`config.mk`:
```
export PLATFORM = sky130hd
export DESIGN_NAME = led_segment_pixel_mapper
export DESIGN_NICKNAME = d
export VERILOG_FILES = /design/src/rtl/core/lspm_pkg.sv /design/src/rtl/core/lspm_cfg.sv /design/src/rtl/core/lspm_locate.sv /design/src/rtl/core/lspm_div.sv /design/src/rtl/core/lspm_color.sv /design/src/rtl/core/led_segment_pixel_mapper.sv
export SDC_FILE = /design/constraint.sdc
export NUM_CORES = 2
export LEC_CHECK = 0
export ABC_CLOCK_PERIOD_IN_PS = 13950
export BUFFER_PORTS_ARGS = -buffer_cell sky130_fd_sc_hd__buf_2
export CORE_MARGIN = 2
export CORE_UTILIZATION = 68
export DETAILED_ROUTE_END_ITERATION = 8
export PLACE_DENSITY = 0.85
export SYNTH_ARGS = -nofsm -noshare
export SYNTH_HDL_FRONTEND = slang
export SYNTH_SLANG_ARGS = --single-unit
```
`constraint.sdc`:
```
create_clock -name clock -period 13.95 [get_ports clock]
set_input_delay 0.6975 -clock clock [delete_from_list [all_inputs] [get_ports clock]]
set_output_delay 0.6975 -clock clock [all_outputs]
set_load 0.05 [all_outputs]
```
`src/rtl/core/lspm_pkg.sv`:
```
package lspm_pkg;

   localparam int NUM_SEGMENTS   = 4;
   localparam int LED_INDEX_BITS = 12;
   localparam int SEG_WORD_REGS  = 4;

   localparam int SEG_W   = 2 * LED_INDEX_BITS + 9;
   localparam int LEN_W   = LED_INDEX_BITS + 1;
   localparam int SUM_W   = LED_INDEX_BITS + 1 + $clog2(NUM_SEGMENTS);
   localparam int IDX_W   = 14;
   localparam int CMP_W   = (SUM_W > IDX_W) ? SUM_W : IDX_W;
   localparam int QUOT_W  = 8;
   localparam int RW      = CMP_W + QUOT_W;
   localparam int COLOR_W = 8;
   localparam int PROD_W  = 2 * COLOR_W;
   localparam int PHYS_W  = 12;
   localparam int WORD_W  = 3 * COLOR_W;
   localparam int COUNT_W = 3;

   localparam int REQ_TDATA_W = ((IDX_W + 4 * COLOR_W) + 7) / 8 * 8;
   localparam int RSP_TDATA_W = ((PHYS_W + WORD_W) + 7) / 8 * 8;
   localparam int CSR_IDX_W   = 3;
   localparam int CSR_DATA_W  = SEG_W;

   localparam logic [CSR_IDX_W-1:0] REG_SEGMENT_COUNT = 3'd0;
   localparam logic [CSR_IDX_W-1:0] REG_SEGMENT_A     = 3'd1;

   localparam logic [1:0] SETTLE_CYCLES = 2'd3;

   localparam logic [COLOR_W-1:0] COLOR_FULL      = 8'd255;
   localparam logic [COLOR_W-1:0] WHEEL_THIRD     = 8'd85;
   localparam logic [COLOR_W-1:0] WHEEL_TWO_THIRD = 8'd170;
   localparam logic [COLOR_W+1:0] WHEEL_STEP      = 10'd3;

   typedef struct packed {
      logic [NUM_SEGMENTS-1:0][LED_INDEX_BITS-1:0] first;
      logic [NUM_SEGMENTS-1:0]                     fwd;
      logic [NUM_SEGMENTS-1:0]                     chan;
      logic [NUM_SEGMENTS-1:0][COLOR_W-1:0]        bri;
      logic [NUM_SEGMENTS-1:0][SUM_W-1:0]          seg_start;
      logic [NUM_SEGMENTS-1:0][SUM_W-1:0]          seg_end;
      logic [NUM_SEGMENTS-1:0]                     used;
      logic [SUM_W-1:0]                            divisor;
      logic                                        single;
      logic                                        settled;
   } cfg_type;

   typedef struct packed {
      logic                      hit;
      logic                      func;
      logic                      chan;
      logic                      fwd;
      logic [IDX_W-1:0]          idx;
      logic [COLOR_W-1:0]        red;
      logic [COLOR_W-1:0]        green;
      logic [COLOR_W-1:0]        blue;
      logic [COLOR_W-1:0]        offs;
      logic [COLOR_W-1:0]        bri;
      logic [LED_INDEX_BITS-1:0] first;
      logic [LED_INDEX_BITS-1:0] rem;
      logic [LED_INDEX_BITS-1:0] phys;
      logic [RW-1:0]             drem;
      logic [QUOT_W-1:0]         quot;
      logic [PROD_W-1:0]         prod_r;
      logic [PROD_W-1:0]         prod_g;
      logic [PROD_W-1:0]         prod_b;
      logic [WORD_W-1:0]         color;
   } item_type;

endpackage

```
`src/rtl/core/lspm_cfg.sv`:
```
module lspm_cfg import lspm_pkg::*; (
   input  logic                  clock,
   input  logic                  reset,
   input  logic                  csr_valid,
   output logic                  csr_ready,
   input  logic [CSR_IDX_W-1:0]  csr_index,
   input  logic [CSR_DATA_W-1:0] csr_data,
   output cfg_type               cfg
);

   logic [COUNT_W-1:0]                   count_ff;
   logic [NUM_SEGMENTS-1:0][SEG_W-1:0]   word_ff;
   logic [NUM_SEGMENTS-1:0][LEN_W-1:0]   len_ff, len_in;
   logic [NUM_SEGMENTS-1:0]              used_ff, used_in;
   logic [NUM_SEGMENTS-1:0][SUM_W-1:0]   start_ff, start_in;
   logic [NUM_SEGMENTS-1:0][SUM_W-1:0]   end_ff, end_in;
   logic [SUM_W-1:0]                     total_ff, total_in;
   logic [SUM_W-1:0]                     divisor_ff;
   logic                                 single_ff;
   logic [1:0]                           settle_ff;
   logic [COUNT_W-1:0]                   n_sat;
   logic [LED_INDEX_BITS-1:0]            f, l;
   logic [SUM_W-1:0]                     acc;

   assign csr_ready = 1'b1;

   always_ff @(posedge clock) begin
      if (reset) begin
         count_ff  <= '0;
         word_ff   <= '0;
         settle_ff <= SETTLE_CYCLES;
      end else begin
         if (csr_valid && csr_ready) begin
            settle_ff <= SETTLE_CYCLES;
            if (csr_index == REG_SEGMENT_COUNT) begin
               count_ff <= csr_data[COUNT_W-1:0];
            end
            for (int s = 0; s < NUM_SEGMENTS; s++) begin
               if (s < SEG_WORD_REGS && csr_index == CSR_IDX_W'(int'(REG_SEGMENT_A) + s)) begin
                  word_ff[s] <= csr_data[SEG_W-1:0];
               end
            end
         end else if (settle_ff != 2'd0) begin
            settle_ff <= settle_ff - 2'd1;
         end
      end
   end

   always_comb begin
      n_sat = (count_ff > COUNT_W'(NUM_SEGMENTS)) ? COUNT_W'(NUM_SEGMENTS) : count_ff;
      for (int s = 0; s < NUM_SEGMENTS; s++) begin
         f = word_ff[s][LED_INDEX_BITS-1:0];
         l = word_ff[s][2*LED_INDEX_BITS-1:LED_INDEX_BITS];
         len_in[s]  = (f > l) ? LEN_W'(f - l) + LEN_W'(1) : LEN_W'(l - f) + LEN_W'(1);
         used_in[s] = COUNT_W'(s) < n_sat;
         cfg.first[s] = f;
         cfg.fwd[s]   = f < l;
         cfg.chan[s]  = word_ff[s][2*LED_INDEX_BITS];
         cfg.bri[s]   = word_ff[s][2*LED_INDEX_BITS+COLOR_W:2*LED_INDEX_BITS+1];
      end
      cfg.seg_start = start_ff;
      cfg.seg_end   = end_ff;
      cfg.used      = used_ff;
      cfg.divisor   = divisor_ff;
      cfg.single    = single_ff;
      cfg.settled   = settle_ff == 2'd0;
   end

   always_comb begin
      acc = '0;
      for (int s = 0; s < NUM_SEGMENTS; s++) begin
         start_in[s] = acc;
         acc = acc + SUM_W'(len_ff[s]);
         end_in[s] = acc;
      end
      total_in = '0;
      for (int s = 0; s < NUM_SEGMENTS; s++) begin
         if (used_ff[s]) begin
            total_in = end_in[s];
         end
      end
   end

   always_ff @(posedge clock) begin
      len_ff     <= len_in;
      used_ff    <= used_in;
      start_ff   <= start_in;
      end_ff     <= end_in;
      total_ff   <= total_in;
      divisor_ff <= total_ff - SUM_W'(1);
      single_ff  <= total_ff <= SUM_W'(1);
   end

endmodule

```
`src/rtl/core/lspm_locate.sv`:
```
module lspm_locate import lspm_pkg::*; (
   input  logic     clock,
   input  logic     reset,
   input  cfg_type  cfg,
   input  logic     in_valid,
   output logic     in_ready,
   input  item_type in_item,
   output logic     out_valid,
   input  logic     out_ready,
   output item_type out_item
);

   localparam int STAGES = 3;

   logic [STAGES-1:0] valid_ff, adv;
   item_type          stage_ff [STAGES];
   item_type          stage_in [STAGES];

   always_comb begin
      adv[STAGES-1] = !valid_ff[STAGES-1] || out_ready;
      for (int k = STAGES - 2; k >= 0; k--) begin
         adv[k] = !valid_ff[k] || adv[k+1];
      end
   end

   assign in_ready  = adv[0];
   assign out_valid = valid_ff[STAGES-1];
   assign out_item  = stage_ff[STAGES-1];

   always_comb begin
      stage_in[0] = in_item;

      stage_in[1]     = stage_ff[0];
      stage_in[1].hit = 1'b0;
      for (int s = NUM_SEGMENTS - 1; s >= 0; s--) begin
         if (cfg.used[s] && CMP_W'(stage_ff[0].idx) < CMP_W'(cfg.seg_end[s])) begin
            stage_in[1].hit   = 1'b1;
            stage_in[1].first = cfg.first[s];
            stage_in[1].fwd   = cfg.fwd[s];
            stage_in[1].chan  = cfg.chan[s];
            stage_in[1].bri   = cfg.bri[s];
            stage_in[1].rem   = LED_INDEX_BITS'(CMP_W'(stage_ff[0].idx)
                                                - CMP_W'(cfg.seg_start[s]));
         end
      end

      stage_in[2]      = stage_ff[1];
      stage_in[2].phys = stage_ff[1].fwd ? stage_ff[1].first + stage_ff[1].rem
                                         : stage_ff[1].first - stage_ff[1].rem;
      stage_in[2].drem = (RW'(stage_ff[1].idx) << QUOT_W) - RW'(stage_ff[1].idx);
      stage_in[2].quot = '0;
   end

   always_ff @(posedge clock) begin
      if (reset) begin
         valid_ff <= '0;
      end else begin
         if (adv[0]) begin
            valid_ff[0] <= in_valid;
         end
         for (int k = 1; k < STAGES; k++) begin
            if (adv[k]) begin
               valid_ff[k] <= valid_ff[k-1];
            end
         end
      end
   end

   always_ff @(posedge clock) begin
      for (int k = 0; k < STAGES; k++) begin
         if (adv[k]) begin
            stage_ff[k] <= stage_in[k];
         end
      end
   end

`ifndef NO_ASSERTIONS
   a_phys_in_segment: assert property (@(posedge clock) disable iff (reset)
      valid_ff[2] && stage_ff[2].hit |->
         (stage_ff[2].fwd ? stage_ff[2].phys >= stage_ff[2].first
                          : stage_ff[2].phys <= stage_ff[2].first))
      else $error("physical index left its segment");
`endif

endmodule

```
`src/rtl/core/lspm_div.sv`:
```
module lspm_div import lspm_pkg::*; (
   input  logic     clock,
   input  logic     reset,
   input  cfg_type  cfg,
   input  logic     in_valid,
   output logic     in_ready,
   input  item_type in_item,
   output logic     out_valid,
   input  logic     out_ready,
   output item_type out_item
);

   localparam int STAGES = QUOT_W;

   logic [STAGES-1:0] valid_ff, adv;
   item_type          stage_ff [STAGES];
   item_type          stage_in [STAGES];
   item_type          src      [STAGES];

   always_comb begin
      adv[STAGES-1] = !valid_ff[STAGES-1] || out_ready;
      for (int k = STAGES - 2; k >= 0; k--) begin
         adv[k] = !valid_ff[k] || adv[k+1];
      end
   end

   assign in_ready  = adv[0];
   assign out_valid = valid_ff[STAGES-1];
   assign out_item  = stage_ff[STAGES-1];

   always_comb begin
      logic [RW-1:0] shifted;
      logic [RW:0]   trial;
      src[0] = in_item;
      for (int j = 1; j < STAGES; j++) begin
         src[j] = stage_ff[j-1];
      end
      for (int j = 0; j < STAGES; j++) begin
         shifted     = RW'(cfg.divisor) << (STAGES - 1 - j);
         trial       = {1'b0, src[j].drem} - {1'b0, shifted};
         stage_in[j] = src[j];
         if (!trial[RW]) begin
            stage_in[j].drem                = trial[RW-1:0];
            stage_in[j].quot[STAGES-1-j]    = 1'b1;
         end
      end
   end

   always_ff @(posedge clock) begin
      if (reset) begin
         valid_ff <= '0;
      end else begin
         if (adv[0]) begin
            valid_ff[0] <= in_valid;
         end
         for (int k = 1; k < STAGES; k++) begin
            if (adv[k]) begin
               valid_ff[k] <= valid_ff[k-1];
            end
         end
      end
   end

   always_ff @(posedge clock) begin
      for (int k = 0; k < STAGES; k++) begin
         if (adv[k]) begin
            stage_ff[k] <= stage_in[k];
         end
      end
   end

`ifndef NO_ASSERTIONS
   a_remainder_below_divisor: assert property (@(posedge clock) disable iff (reset)
      valid_ff[STAGES-1] && stage_ff[STAGES-1].hit && !cfg.single |->
         stage_ff[STAGES-1].drem < RW'(cfg.divisor))
      else $error("wheel division left a remainder not below the divisor");
`endif

endmodule

```
`src/rtl/core/lspm_color.sv`:
```
module lspm_color import lspm_pkg::*; (
   input  logic     clock,
   input  logic     reset,
   input  cfg_type  cfg,
   input  logic     in_valid,
   output logic     in_ready,
   input  item_type in_item,
   output logic     out_valid,
   input  logic     out_ready,
   output item_type out_item
);

   localparam int STAGES = 3;

   logic [STAGES-1:0] valid_ff, adv;
   item_type          stage_ff [STAGES];
   item_type          stage_in [STAGES];

   function automatic logic [COLOR_W-1:0] div255(input logic [PROD_W-1:0] x);
      logic [PROD_W:0] sum;
      sum = PROD_W'(x) + (PROD_W+1)'(x >> COLOR_W) + (PROD_W+1)'(1);
      return COLOR_W'(sum >> COLOR_W);
   endfunction

   always_comb begin
      adv[STAGES-1] = !valid_ff[STAGES-1] || out_ready;
      for (int k = STAGES - 2; k >= 0; k--) begin
         adv[k] = !valid_ff[k] || adv[k+1];
      end
   end

   assign in_ready  = adv[0];
   assign out_valid = valid_ff[STAGES-1];
   assign out_item  = stage_ff[STAGES-1];

   always_comb begin
      logic [COLOR_W-1:0]   pos, p;
      logic [COLOR_W+1:0]   p3;
      logic [COLOR_W-1:0]   wr, wg, wb;
      pos = cfg.single ? in_item.offs : in_item.quot + in_item.offs;
      if (pos < WHEEL_THIRD) begin
         p = pos;
      end else if (pos < WHEEL_TWO_THIRD) begin
         p = pos - WHEEL_THIRD;
      end else begin
         p = pos - WHEEL_TWO_THIRD;
      end
      p3 = (COLOR_W+2)'(p) * WHEEL_STEP;
      if (pos < WHEEL_THIRD) begin
         wr = COLOR_W'(p3);
         wg = COLOR_FULL - COLOR_W'(p3);
         wb = '0;
      end else if (pos < WHEEL_TWO_THIRD) begin
         wr = COLOR_FULL - COLOR_W'(p3);
         wg = '0;
         wb = COLOR_W'(p3);
      end else begin
         wr = '0;
         wg = COLOR_W'(p3);
         wb = COLOR_FULL - COLOR_W'(p3);
      end
      stage_in[0] = in_item;
      if (in_item.func) begin
         stage_in[0].red   = wr;
         stage_in[0].green = wg;
         stage_in[0].blue  = wb;
      end

      stage_in[1]        = stage_ff[0];
      stage_in[1].prod_r = PROD_W'(stage_ff[0].bri) * PROD_W'(stage_ff[0].red);
      stage_in[1].prod_g = PROD_W'(stage_ff[0].bri) * PROD_W'(stage_ff[0].green);
      stage_in[1].prod_b = PROD_W'(stage_ff[0].bri) * PROD_W'(stage_ff[0].blue);

      stage_in[2]       = stage_ff[1];
      stage_in[2].color = {div255(stage_ff[1].prod_r), div255(stage_ff[1].prod_g),
                           div255(stage_ff[1].prod_b)};
   end

   always_ff @(posedge clock) begin
      if (reset) begin
         valid_ff <= '0;
      end else begin
         if (adv[0]) begin
            valid_ff[0] <= in_valid;
         end
         if (adv[1]) begin
            valid_ff[1] <= valid_ff[0];
         end
         if (adv[2]) begin
            valid_ff[2] <= valid_ff[1] && stage_ff[1].hit;
         end
      end
   end

   always_ff @(posedge clock) begin
      for (int k = 0; k < STAGES; k++) begin
         if (adv[k]) begin
            stage_ff[k] <= stage_in[k];
         end
      end
   end

endmodule

```
`src/rtl/core/led_segment_pixel_mapper.sv`:
```
// LED segment pixel mapper.
// Input channel req_: one pixel write per item, addressed by a logical LED
// index over the chained segments; req_tuser picks direct RGB or wheel color.
// Result channel rsp_: channel, physical LED index and packed scaled color.
// A write whose index lies past the chain yields no result item.
// Configuration channel csr_: register index and data, always ready; after a
// write req_tready stays low while segment ends and the wheel divisor are
// rebuilt.
// The 14-stage pipeline has 3 locate stages, 8 stages of a bit-per-stage
// restoring divider and 3 color stages; one item is accepted per cycle
// while the receiver keeps up and no configuration write is settling.
// A receiver stall fills the pipeline stage by stage; empty stages keep
// taking items until the stall reaches the input, nothing is dropped.
// Reset is synchronous: it empties the pipeline, clears the segment count and
// segment words, and holds req_tready low while the configuration settles.
module led_segment_pixel_mapper import lspm_pkg::*; (
   input  logic                   clock,
   input  logic                   reset,
   input  logic                   req_tvalid,
   output logic                   req_tready,
   input  logic [REQ_TDATA_W-1:0] req_tdata,  // led_index, red, green, blue, wheel_offset
   input  logic                   req_tuser,  // func
   output logic                   rsp_tvalid,
   input  logic                   rsp_tready,
   output logic [RSP_TDATA_W-1:0] rsp_tdata,  // physical_index, color_word
   output logic                   rsp_tuser,  // strip_channel
   input  logic                   csr_valid,
   output logic                   csr_ready,
   input  logic [CSR_IDX_W-1:0]   csr_index,
   input  logic [CSR_DATA_W-1:0]  csr_data
);

   cfg_type  cfg;
   item_type in_item, loc_item, div_item, col_item;
   logic     loc_in_ready, loc_valid, div_ready, div_valid, col_ready;

   lspm_cfg u_cfg (
      .clock     (clock),
      .reset     (reset),
      .csr_valid (csr_valid),
      .csr_ready (csr_ready),
      .csr_index (csr_index),
      .csr_data  (csr_data),
      .cfg       (cfg)
   );

   always_comb begin
      in_item       = '0;
      in_item.func  = req_tuser;
      in_item.idx   = req_tdata[IDX_W-1:0];
      in_item.red   = req_tdata[IDX_W+COLOR_W-1:IDX_W];
      in_item.green = req_tdata[IDX_W+2*COLOR_W-1:IDX_W+COLOR_W];
      in_item.blue  = req_tdata[IDX_W+3*COLOR_W-1:IDX_W+2*COLOR_W];
      in_item.offs  = req_tdata[IDX_W+4*COLOR_W-1:IDX_W+3*COLOR_W];
   end

   assign req_tready = loc_in_ready && cfg.settled;

   lspm_locate u_locate (
      .clock     (clock),
      .reset     (reset),
      .cfg       (cfg),
      .in_valid  (req_tvalid && cfg.settled),
      .in_ready  (loc_in_ready),
      .in_item   (in_item),
      .out_valid (loc_valid),
      .out_ready (div_ready),
      .out_item  (loc_item)
   );

   lspm_div u_div (
      .clock     (clock),
      .reset     (reset),
      .cfg       (cfg),
      .in_valid  (loc_valid),
      .in_ready  (div_ready),
      .in_item   (loc_item),
      .out_valid (div_valid),
      .out_ready (col_ready),
      .out_item  (div_item)
   );

   lspm_color u_color (
      .clock     (clock),
      .reset     (reset),
      .cfg       (cfg),
      .in_valid  (div_valid),
      .in_ready  (col_ready),
      .in_item   (div_item),
      .out_valid (rsp_tvalid),
      .out_ready (rsp_tready),
      .out_item  (col_item)
   );

   assign rsp_tdata = RSP_TDATA_W'({col_item.color, PHYS_W'(col_item.phys)});
   assign rsp_tuser = col_item.chan;

`ifndef NO_ASSERTIONS
   a_settle_after_write: assert property (@(posedge clock) disable iff (reset)
      csr_valid && csr_ready |=> !req_tready)
      else $error("item taken right after a configuration write");
`endif

endmodule

```
==> flow_summary.toml <==
[finish]
nNetsFinal = 6559
fill_cells = 5948
drive_above_1_share = 0.07686
area_delta_synth_final_pct = 8.799
final_area_um2 = 71480

[timing]
finalCriticalPeriod_ps = 6540
fin_tns_setup_ps = 0
slew_headroom = 0.2144
tightest_slew_ps = 1168
finalHoldViolations = 0
period_share = 0.4688
fmax_ghz = 0.1529
fin_skew_ps = 88.59
drv_slew = 0
rsz0062_at_grt = "false"
setup_viol = 0

[route]
antenna_left = 0
vias_per_cell = 6.051
drc = 0
wl_um = 146000
drt-wirelength-per-cell_um = 20.54
firstDrtPassIters = 6
drt-initial-drc-count = 4171
vias = 43010

[global_route]
grt_first_pass_wirelength_um = 230900
grt_pass1_vias = 43020
grt_usage = 0.2975
grt-ovfl-total = 0
antenna_found_initial = 2
grt_max_degree = 101

[synth]
async_flop_share = 0
synth.most_common_cell = "edfxtp_1"
avgSynthCellArea_um2 = 11.72
yosysSeqAreaShare = 0.5419
synth_common_cells = "edfxtp_1, nand2_1, ha_1"
synth_cell_types = 97
syn-cell-area_um2 = 65700
synth_top_area_cell = "edfxtp_1"
synth_top_area_frac = 0.4520
ys_ff_latch = 1284
synth_flop_cell = "edfxtp_1"
yosysWarnings = 0
synthTopCellsByArea = "edfxtp_1, ha_1, dfxtp_1, fa_1, nand2_1"
synthCells = 5607
synth_edf_count = 989

[die]
fp.dieH_um = 314.8
num_rows = 114
die_w_um = 314.8
core_um2 = 96280
initial_core_util = 0.6824
ios = 134
die-area_um2 = 99120

[setup_path]
end_kind = "flip-flop"
path_depth = 28
path_buf_inv = 5
worstPathArrival_ps = 7000
critPathKind = "flip-flop to flip-flop"
cp_top_family = "compound AO/OA/AOI/OAI gates"
reg2regPathDepth = 28
crit_path_max_fanout = 14
cp-start-kind = "flip-flop"
slowest_delay_ps = 610
critPathRequiredTime_ps = 14410
critPathSlowestCell = "o21ai_2"
cpMostUsedCell = "inv_1"

[pwr]
power.density_nw_per_um2 = 226.2
p_total_mw = 16.17
leakage_nw = 30.19
worst_ir_drop_vdd_mv = 0.2251

[clocking]
clk_path_buf_depth = 3
ctsHoldBuffers = 0
cts_sinks = 1284
path_clk_slew_ps = 60
cts_max_level = 3
cts_tree = "built"
post_cts_buffers = 0
cts_resized = 0
insertion_delay_ps = 770
cts_inserted_buffers = 121
clockRootBuffer = "clkbuf_16"

[placement]
dpl.hpwl_um = 98120
dpl-instance-area_um2 = 67480
numPortBuffers = 126
place_congestion = 0.9282

[min_path]
hold_depth = 1
hold_path.class = "primary input to flip-flop"

[job]
cap_violations = 0

[outcome]
outcome = "complete, no violations"
metal layers:
metal  up-vias  global-route usage  part of all wire
li1      19990                   -                 -
met2      1964              0.5073              0.49
met5         -                   0                 0
met1     20490              0.3643              0.38
met3       568             0.04611             0.070
met4         0              0.1643             0.061
area by class of cell:
class	count	area [um^2]	share of cell area
sequential	1284	35600	0.4981
multi-input combinational	3638	27420	0.3836
clock buffer	145	3159	0.04420
inverter	525	1978	0.02767
tap	1276	1597	0.02234
timing repair buffer	160	888.4	0.01243
clock inverter	77	827.0	0.01157
antenna	3	7.507	0.0001050
metrics by stage:
step           std cells  setup WS [ps]    util  hold WS, ps
2_1_floorplan       5610           7073       -        355.0
3_3_place_gp        6883           7967  0.7009        395.6
3_5_place_dp        6883           7801  0.7009        392.4
4_1_cts             7105           7535  0.7423        92.28
5_1_grt             7107           7131  0.7424        118.1
6_report            7108           7410  0.7424        113.4
final timing paths:
kind | start | to | slack, ps
worst min-delay path | req_tdata[44] | u_locate.stage_ff[0][153] | 110
worst min register to register | u_locate.stage_ff[0][535] | u_div.stage_ff[0][141] | 390
worst max-delay path | u_div.stage_ff[1][663] | u_color.stage_ff[0][170] | 7410
worst max register to register | u_div.stage_ff[1][663] | u_color.stage_ff[0][170] | 7410
report_power, final:
| part | switching [mW] | internal (mW) | total, mW | leakage, nW |
|---|---|---|---|---|
| clock | 1.47 | 1.85 | 3.32 | 1.91 |
| sequential | 0.546 | 5.30 | 5.85 | 13.3 |
| combinational | 4.19 | 2.81 | 7.00 | 15.0 |
cell families (layout without fill, tap and decap cells):
kind of cell / Yosys count / in the layout / share of synthesized area
DFF: 1284 / 1284 / 0.5419
other: 2 / 8 / 0.0001143
buffers and inverters: 688 / 907 / 0.04196
adders and majority gates: 739 / 739 / 0.1581
AOI/OAI and AO/OA: 1094 / 1094 / 0.1043
muxes: 78 / 78 / 0.01280
xor gates and xnor gates: 334 / 334 / 0.04453
and+or+nand+nor: 1388 / 1388 / 0.09623
placed cells by master (no fill, tap or decap), drive strengths merged, types with 45 or more instances in the layout:
| cell type | n |
|---|---|
| and2 | 114 |
| nand3 | 51 |
| a21oi | 395 |
| inv | 525 |
| fa | 152 |
| clkinv | 54 |
| mux2 | 45 |
| o21a | 56 |
| dfxtp | 295 |
| nor2 | 288 |
| a21o | 78 |
| edfxtp | 989 |
| nor2b | 57 |
| nand2 | 621 |
| xor2 | 109 |
| xnor2 | 225 |
| o21ai | 246 |
| clkbuf | 145 |
| buf | 160 |
| ha | 587 |
| nor3 | 81 |
state kept, by name, summed over array words and instances (netlist names):
name / flops
u_div.valid_ff: 8
u_cfg.divisor_ff: 15
u_locate.valid_ff: 3
u_cfg.len_ff: 52
u_locate.stage_ff: 207
u_cfg.cfg: 141
u_cfg.settle_ff: 2
u_cfg.used_ff: 4
u_color.valid_ff: 3
u_cfg.total_ff: 15
u_cfg.count_ff: 3
u_color.stage_ff: 145
u_cfg.l: 12
u_cfg.single_ff: 1
u_div.stage_ff: 637
u_cfg.word_ff: 36
(Power assumes the default switching activity.)
